[config.mk]
export PLATFORM = sky130hd
export DESIGN_NAME = barometric_pressure_compensation_unit_flat
export DESIGN_NICKNAME = d
export VERILOG_FILES = /design/src/sv/bpc_pkg.sv /design/src/sv/bpc_if.sv /design/src/sv/barometric_pressure_compensation_unit.sv /design/src/flat_wrapper.sv
export SDC_FILE = /design/constraint.sdc
export NUM_CORES = 2
export LEC_CHECK = 0
export BUFFER_PORTS_ARGS = -buffer_cell sky130_fd_sc_hd__buf_4
export CAP_MARGIN = 20
export CORE_MARGIN = 5
export CORE_UTILIZATION = 40
export CTS_CLUSTER_SIZE = 40
export DETAILED_ROUTE_END_ITERATION = 8
export SLEW_MARGIN = 20
export SYNTH_ARGS = -nofsm -noshare
export SYNTH_HDL_FRONTEND = slang
export SYNTH_SLANG_ARGS = --single-unit
[constraint.sdc]
create_clock -name clk_i -period 14.08 [get_ports clk_i]
set_input_delay 0.704 -clock clk_i [delete_from_list [all_inputs] [get_ports clk_i]]
set_output_delay 0.704 -clock clk_i [all_outputs]
set_load 0.1 [all_outputs]
[src/sv/bpc_pkg.sv]
`timescale 1ns / 1ps
// Package for the barometric pressure compensation unit.
// Holds register indexes, widths, arithmetic constants and the result struct; no dependencies.
package bpc_pkg;
  localparam int unsigned CfgIdxW = 2;
  localparam int unsigned CfgDataW = 64;
  localparam int unsigned RawW = 24;
  localparam int unsigned ValW = 32;

  localparam logic [CfgIdxW-1:0] RegCalA = 2'd0;
  localparam logic [CfgIdxW-1:0] RegCalB = 2'd1;
  localparam logic [CfgIdxW-1:0] RegCalC = 2'd2;
  localparam logic [CfgIdxW-1:0] RegOss = 2'd3;

  localparam logic [ValW-1:0] KB6Off = 32'd4000;
  localparam logic [ValW-1:0] KHalf = 32'd32768;
  localparam logic [ValW-1:0] KBase = 32'd50000;
  localparam logic [ValW-1:0] KTop = 32'h8000_0000;
  localparam logic [ValW-1:0] KC1 = 32'd3038;
  localparam logic [ValW-1:0] KC2 = 32'hFFFF_E343;
  localparam logic [ValW-1:0] KC3 = 32'd3791;

  typedef struct packed {
    logic kind;
    logic [ValW-1:0] value;
    logic err;
  } res_t;
endpackage

[src/sv/bpc_if.sv]
`timescale 1ns / 1ps
// Handshake interfaces for the request and result channels.
// Depends on bpc_pkg for the payload widths.
interface bpc_req_if;
  logic valid;
  logic ready;
  logic req_type;
  logic [bpc_pkg::RawW-1:0] raw_reading;
  modport source(output valid, req_type, raw_reading, input ready);
  modport sink(input valid, req_type, raw_reading, output ready);
endinterface

interface bpc_res_if;
  logic valid;
  logic ready;
  logic result_kind;
  logic signed [bpc_pkg::ValW-1:0] compensated_value;
  logic divide_error;
  modport source(output valid, result_kind, compensated_value, divide_error, input ready);
  modport sink(input valid, result_kind, compensated_value, divide_error, output ready);
endinterface

[src/sv/barometric_pressure_compensation_unit.sv]
`timescale 1ns / 1ps
// Top level of the barometric pressure compensation unit.
// Depends on bpc_pkg and the interfaces in bpc_if.
//
// channel   dir  payload
// req       in   req_type, raw_reading
// res       out  result_kind, compensated_value, divide_error
// cfg       in   cfg_we_i, cfg_idx_i, cfg_data_i
//
// A temperature transaction makes one pass of the shared 32-bit multiplier and a
// pressure transaction seven. A one-bit-a-cycle divider follows, pressure then
// makes three more passes, and the result goes to the output register. A zero
// divisor skips the divider and any further passes.
// The result waits in that register; the next request is taken the cycle after
// it has been handed over. Reset clears all registers, the calibration and B5.
module barometric_pressure_compensation_unit (
  input  logic                          clk_i,
  input  logic                          rst_ni,
  input  logic                          cfg_we_i,
  input  logic [bpc_pkg::CfgIdxW-1:0]   cfg_idx_i,
  input  logic [bpc_pkg::CfgDataW-1:0]  cfg_data_i,
  bpc_req_if.sink                       req,
  bpc_res_if.source                     res
);
  import bpc_pkg::*;

  localparam logic [4:0] SIdle = 5'd0, SMul = 5'd1, SDiv = 5'd2, SOut = 5'd3;

  logic [63:0] cal_a_q, cal_b_q;
  logic [47:0] cal_c_q;
  logic [1:0]  oss_q;
  logic [31:0] b5_q;
  logic [4:0]  st_q;
  logic [4:0]  step_q;
  logic        kind_q;
  logic [23:0] raw_q;
  logic [31:0] r0_q, r1_q, r2_q, r3_q, r4_q, r5_q;
  logic [31:0] ma, mb, prod;
  logic [31:0] dq_q, drem_q, dd_q, dn_q;
  logic [5:0]  dcnt_q;
  logic        dneg_q;
  logic [32:0] dsub;
  res_t        res_q;
  logic        rvalid_q;

  function automatic logic [31:0] sx(input logic [15:0] v);
    return {{16{v[15]}}, v};
  endfunction

  function automatic logic [31:0] asr(input logic [31:0] v, input int unsigned s);
    return $unsigned($signed(v) >>> s);
  endfunction

  logic [31:0] ac1, ac2, ac3, ac4, ac5, ac6, b1, b2, mc, md;
  assign ac1 = sx(cal_a_q[63:48]);
  assign ac2 = sx(cal_a_q[47:32]);
  assign ac3 = sx(cal_a_q[31:16]);
  assign ac4 = {16'd0, cal_a_q[15:0]};
  assign ac5 = {16'd0, cal_b_q[63:48]};
  assign ac6 = {16'd0, cal_b_q[47:32]};
  assign b1  = sx(cal_b_q[31:16]);
  assign b2  = sx(cal_b_q[15:0]);
  assign mc  = sx(cal_c_q[31:16]);
  assign md  = sx(cal_c_q[15:0]);

  // Multiplier operand selection per step.
  always_comb begin
    ma = r0_q;
    mb = r0_q;
    if (!kind_q) begin
      ma = {16'd0, raw_q[15:0]} - ac6;
      mb = ac5;
    end else begin
      case (step_q)
        5'd0: begin ma = r0_q; mb = r0_q; end
        5'd1: begin ma = b2;   mb = r1_q; end
        5'd2: begin ma = ac2;  mb = r0_q; end
        5'd3: begin ma = ac3;  mb = r0_q; end
        5'd4: begin ma = b1;   mb = r1_q; end
        5'd5: begin ma = ac4;  mb = r4_q; end
        5'd6: begin ma = r3_q; mb = KBase >> oss_q; end
        5'd7: begin ma = asr(r5_q, 8); mb = asr(r5_q, 8); end
        5'd8: begin ma = r4_q; mb = KC1; end
        default: begin ma = KC2; mb = r5_q; end
      endcase
    end
  end
  assign prod = ma * mb;
  assign dsub = {drem_q, dn_q[31]} - {1'b0, dd_q};

  logic [31:0] upv, tnum, tden, dquo, b5_new;
  assign upv = {8'd0, raw_q} >> (4'd8 - {2'd0, oss_q});
  assign tnum = mc << 11;
  assign tden = asr(prod, 15) + md;
  assign dquo = {dq_q[30:0], !dsub[32]};
  assign b5_new = r1_q + (dneg_q ? -dquo : dquo);

  always_ff @(posedge clk_i or negedge rst_ni) begin
    if (!rst_ni) begin
      cal_a_q <= '0; cal_b_q <= '0; cal_c_q <= '0; oss_q <= '0; b5_q <= '0;
      st_q <= SIdle; step_q <= '0; rvalid_q <= 1'b0; dcnt_q <= '0;
      kind_q <= 1'b0; raw_q <= '0; res_q <= '0;
      r0_q <= '0; r1_q <= '0; r2_q <= '0; r3_q <= '0; r4_q <= '0; r5_q <= '0;
      dq_q <= '0; drem_q <= '0; dd_q <= '0; dn_q <= '0; dneg_q <= 1'b0;
    end else begin
      if (cfg_we_i) begin
        unique case (cfg_idx_i)
          RegCalA: cal_a_q <= cfg_data_i;
          RegCalB: cal_b_q <= cfg_data_i;
          RegCalC: cal_c_q <= cfg_data_i[47:0];
          RegOss:  oss_q <= cfg_data_i[1:0];
          default: ;
        endcase
      end
      if (rvalid_q && res.ready) rvalid_q <= 1'b0;
      unique case (st_q)
        SIdle: if (req.valid && !rvalid_q) begin
          kind_q <= req.req_type;
          raw_q <= req.raw_reading;
          r0_q <= b5_q - KB6Off;
          step_q <= '0;
          st_q <= SMul;
        end
        SMul: begin
          step_q <= step_q + 5'd1;
          if (!kind_q) begin
            r1_q <= asr(prod, 15);
            if (tden == '0) begin
              res_q <= '{kind: 1'b0, value: '0, err: 1'b1};
              st_q <= SOut;
            end else begin
              dn_q <= tnum[31] ? -tnum : tnum;
              dd_q <= tden[31] ? -tden : tden;
              dneg_q <= tnum[31] ^ tden[31];
              st_q <= SDiv;
            end
          end else begin
            case (step_q)
              5'd0: r1_q <= asr(prod, 12);
              5'd1: r2_q <= asr(prod, 11);
              5'd2: r2_q <= r2_q + asr(prod, 11);
              5'd3: begin
                r3_q <= asr((((ac1 << 2) + r2_q) << oss_q) + 32'd2, 2);
                r2_q <= asr(prod, 13);
              end
              5'd4: r4_q <= asr(r2_q + asr(prod, 16) + 32'd2, 2) + KHalf;
              5'd5: begin
                r4_q <= prod >> 15;
                r3_q <= upv - r3_q;
              end
              5'd6: begin
                if (r4_q == '0) begin
                  res_q <= '{kind: 1'b1, value: '0, err: 1'b1};
                  st_q <= SOut;
                end else begin
                  dd_q <= r4_q;
                  dneg_q <= (prod >= KTop);
                  dn_q <= (prod < KTop) ? (prod << 1) : prod;
                  st_q <= SDiv;
                end
              end
              5'd7: r4_q <= prod;
              5'd8: r4_q <= asr(prod, 16);
              default: begin
                res_q <= '{kind: 1'b1,
                           value: r5_q + asr(r4_q + asr(prod, 16) + KC3, 4),
                           err: 1'b0};
                st_q <= SOut;
              end
            endcase
          end
          if (!kind_q || step_q == 5'd6) begin
            dcnt_q <= '0; drem_q <= '0; dq_q <= '0;
          end
        end
        SDiv: begin
          if (!dsub[32]) begin
            drem_q <= dsub[31:0]; dq_q <= {dq_q[30:0], 1'b1};
          end else begin
            drem_q <= {drem_q[30:0], dn_q[31]}; dq_q <= {dq_q[30:0], 1'b0};
          end
          dn_q <= dn_q << 1;
          dcnt_q <= dcnt_q + 6'd1;
          if (dcnt_q == 6'd31) begin
            if (!kind_q) begin
              b5_q <= b5_new;
              res_q <= '{kind: 1'b0, value: asr(b5_new + 32'd8, 4), err: 1'b0};
              st_q <= SOut;
            end else begin
              r5_q <= dneg_q ? (dquo << 1) : dquo;
              st_q <= SMul;
            end
          end
        end
        SOut: begin
          rvalid_q <= 1'b1;
          st_q <= SIdle;
        end
        default: st_q <= SIdle;
      endcase
    end
  end

  assign req.ready = (st_q == SIdle) && !rvalid_q;
  assign res.valid = rvalid_q;
  assign res.result_kind = res_q.kind;
  assign res.compensated_value = $signed(res_q.value);
  assign res.divide_error = res_q.err;

  a_busy: assert property (@(posedge clk_i) disable iff (!rst_ni)
    (st_q != SIdle) |-> !req.ready) else $error("ready while busy");
  a_hold: assert property (@(posedge clk_i) disable iff (!rst_ni)
    (rvalid_q && !res.ready) |=> $stable(res_q)) else $error("result changed");
  a_err: assert property (@(posedge clk_i) disable iff (!rst_ni)
    (rvalid_q && res_q.err) |-> (res_q.value == '0)) else $error("error value");
endmodule

[src/flat_wrapper.sv]
// flat-port wrapper written by rule: the top's interface ports become plain ports
module barometric_pressure_compensation_unit_flat import bpc_pkg::*;
  (clk_i, rst_ni, cfg_we_i, cfg_idx_i, cfg_data_i, req_valid, req_req_type, req_raw_reading, req_ready, res_valid, res_result_kind, res_compensated_value, res_divide_error, res_ready);
  bpc_req_if req_i ();
  bpc_res_if res_i ();
  input  logic clk_i;
  input  logic rst_ni;
  input  logic cfg_we_i;
  input  logic [bpc_pkg::CfgIdxW-1:0] cfg_idx_i;
  input  logic [bpc_pkg::CfgDataW-1:0] cfg_data_i;
  input wire logic [$bits(req_i.valid)-1:0] req_valid;
  input wire logic [$bits(req_i.req_type)-1:0] req_req_type;
  input wire logic [$bits(req_i.raw_reading)-1:0] req_raw_reading;
  output wire logic [$bits(req_i.ready)-1:0] req_ready;
  output wire logic [$bits(res_i.valid)-1:0] res_valid;
  output wire logic [$bits(res_i.result_kind)-1:0] res_result_kind;
  output wire logic [$bits(res_i.compensated_value)-1:0] res_compensated_value;
  output wire logic [$bits(res_i.divide_error)-1:0] res_divide_error;
  input wire logic [$bits(res_i.ready)-1:0] res_ready;
  assign req_i.valid = req_valid;
  assign req_i.req_type = req_req_type;
  assign req_i.raw_reading = req_raw_reading;
  assign req_ready = req_i.ready;
  assign res_valid = res_i.valid;
  assign res_result_kind = res_i.result_kind;
  assign res_compensated_value = res_i.compensated_value;
  assign res_divide_error = res_i.divide_error;
  assign res_i.ready = res_ready;
  barometric_pressure_compensation_unit u_core (.clk_i(clk_i), .rst_ni(rst_ni), .cfg_we_i(cfg_we_i), .cfg_idx_i(cfg_idx_i), .cfg_data_i(cfg_data_i), .req(req_i), .res(res_i));
endmodule
==> impl_metrics.yaml <==
run_status:
  status: "complete, but fails checks"
  failed_checks: "setup timing"
synth:
  synth_common_cells: "787 x inv_1, 726 x nor2_1, 671 x nand2_1"
  synth.largest_area_cell: "dfrtp_1"
  synth.most_common_cell: "inv_1"
  synthAdderAreaFrac: 0.233
  synth_compound_area_frac: 0.174
  synth-xor-area-share: 0.0647
  synth-edff-count: 0
  synthSimpleGateAreaFrac: 0.152
  synth_top_area_share: 0.235
  muxShareOfSynthArea: 0.0700
  yosys_warnings: 0
  ys_seq_area_frac: 0.235
  synth.distinct_cells: 110
  synth_top_family_by_area: "adder cells"
  synth_area_per_cell_um2: 8.67
  synthArstFlopShare: 1.00
  synth.cell_area_mm2: 0.0611
  synth.top_cells.by_area: "dfrtp_1 24%, fa_1 14%, ha_1 9.3%"
  synthCells: 7051
  ys.flop_type: "dfrtp_1"
  ys_ff_latch: 575
sta:
  setup_violations: 13
  tns_ns: -2.34
  setup_slack_ns: -0.362
  rsz0062_at_grt: "true"
  finalHoldViolations: 0
  fmax_mhz: 69.2
  final.min_clock_period_ns: 14.44
  maxSlewViolCount: 0
  worst_slew_pin_slew_ns: 1.15
  period_share: 1.03
  slew-limit-headroom: 0.226
  finalClockSkew_ns: 0.0773
critical_path:
  critPathMostFrequentCell: "fa_1"
  critPathKind: "flop to flop"
  arrival_ns: 15.08
  timing.critical_path.slowest_cell_delay_ns: 0.54
  crit_required_ns: 14.72
  end_kind: "flop"
  r2r_slack_ns: -0.36
  cp_max_fo: 6
  start_kind: "flop"
  cpMaxStageDelayCell: "fa_1"
floorplan:
  die_h_um: 401
  start_util: 0.402
  die_w_um: 401
  rows: 143
  core-area_mm2: 0.152
  io_pins: 132
  dieArea_mm2: 0.161
place:
  post-place-ws_ns: -0.768
  gp_congestion: 1.02
  portBuffers: 131
  hpwl_um: 213000
routing:
  drt-pass1-iter-count: 8
  routedWlPerCell_um: 26.2
  drcViolationCount: 0
  vias: 57500
  via_per_inst: 5.76
  drt-total-wl_um: 261000
  drtAntennaViolNets: 0
  drt-initial-drc-count: 5400
min_path:
  hold_path.class: "primary input to async pin"
global_route:
  grt_use_total: 0.315
  overflow: 0
  grt_pass1_wl_um: 378000
  grt_max_degree: 148
  grt_pass1_vias: 56500
  antenna_found_initial: 19
clock_network:
  clockRootBuffer: "clkbuf_16"
  htree_levels: 3
  cts.sinks: 575
  cts_buffers: 72
  tritoncts: "yes"
  worstSkewPairLatency_ns: 0.73
  clk_pin_slew_ns: 0.07
  clock_path_buffers: 3
final_layout:
  drive_gt1_frac: 0.217
  layout.nets: 8869
  syn_to_final_growth_pct: 23.1
flow_run:
  drv_cap: 0
-- worst paths after layout --
check	startpoint	end	cells after the start
worst max-delay path	u_core.step_q[1]	u_core.res.compensated_value[31]	60
worst min-delay path	rst_ni	u_core.cal_a_q[58]	1
worst max register to register	u_core.step_q[1]	u_core.res.compensated_value[31]	60
worst min register to register	u_core.b5_q[4]	u_core.r0_q[4]	1
max in group asynchronous	rst_ni	u_core.dcnt_q[2]	3
min in group clk_i	req_raw_reading[1]	u_core.raw_q[1]	2
-- metal layers --
metal | GRT usage | wire length [µm]
met4 | 0.150 | 15800
met3 | 0.0749 | 23700
met5 | 0 | 86
met2 | 0.492 | 115000
met1 | 0.412 | 107000
-- logic make-up (layout without fill, tap and decap cells) --
logic type,count (synthesis),count (layout)
and+or+nand+nor,2052,2052
AOI/OAI and AO/OA,1597,1597
buffers and inverters,1127,2021
adders and majority gates,884,884
DFF,575,575
xor gates and xnor gates,435,435
muxes,380,380
other,1,10
-- layout make-up --
type	count	area (µm²)
antenna	6	15.0
tap	2030	2540
fill	14600	76700
inverter	793	2990
timing repair buffer	1098	9060
clock inverter	33	589
sequential	575	14400
multi-input combinational	5352	43600
clock buffer	97	2030
-- flip-flops by register name, summed over array words and instances (netlist names), 2 cells and up --
| name | cells |
|---|---|
| u_core.b5_q | 32 |
| u_core.cal_a_q | 64 |
| u_core.cal_b_q | 64 |
| u_core.cal_c_q | 32 |
| u_core.dcnt_q | 6 |
| u_core.dd_q | 32 |
| u_core.dn_q | 32 |
| u_core.dq_q | 31 |
| u_core.drem_q | 32 |
| u_core.oss_q | 2 |
| u_core.r0_q | 32 |
| u_core.r1_q | 20 |
| u_core.r2_q | 32 |
| u_core.r3_q | 32 |
| u_core.r4_q | 32 |
| u_core.r5_q | 32 |
| u_core.raw_q | 24 |
| u_core.res.compensated_value | 32 |
| u_core.st_q | 2 |
| u_core.step_q | 5 |
-- worst max-delay path: cells and delay by family, from the launching register on --
kind,cells,cell delay (ns)
xor gates and xnor gates,14,2.86
AOI/OAI and AO/OA,14,2.82
muxes,2,0.48
DFF,1,0.41
adders and majority gates,12,5.04
and+or+nand+nor,9,1.50
buffers and inverters,9,1.24
-- placed cells by master, fill, tap and decap left out, types with 288 or more instances in the layout --
cell type and instances:
buf_4 1015, nor2_1 713, dfrtp_1 572, xnor2_1 288, o21ai_0 339, nand2_1 662
inv_1 778, fa_1 419, ha_1 436, a21oi_1 384
-- per-stage QoR --
step,instance area [µm²],hold slack (ns),utilization,cells
CTS,74500,0.0400,0.490,9956
finish,75200,0.0207,0.495,9984
global placement,71400,0.464,0.470,9802
detailed placement,71400,0.465,0.470,9802
global route,75200,0.0742,0.495,9978
floorplan,61500,0.408,-,7054
-- what timing repair did --
action | CTS | global route
gates cloned | 0 | 1
pin swaps | 56 | 90
buffers inserted | 24 | 23
resized for setup | 87 | 114
hold buffers | 0 | 0
endpoints found under the setup margin | 21 | 43
Power is left out: the tool's default activity adds up to more than one toggle a clock period on the data nets, which glitch-free logic cannot reach.
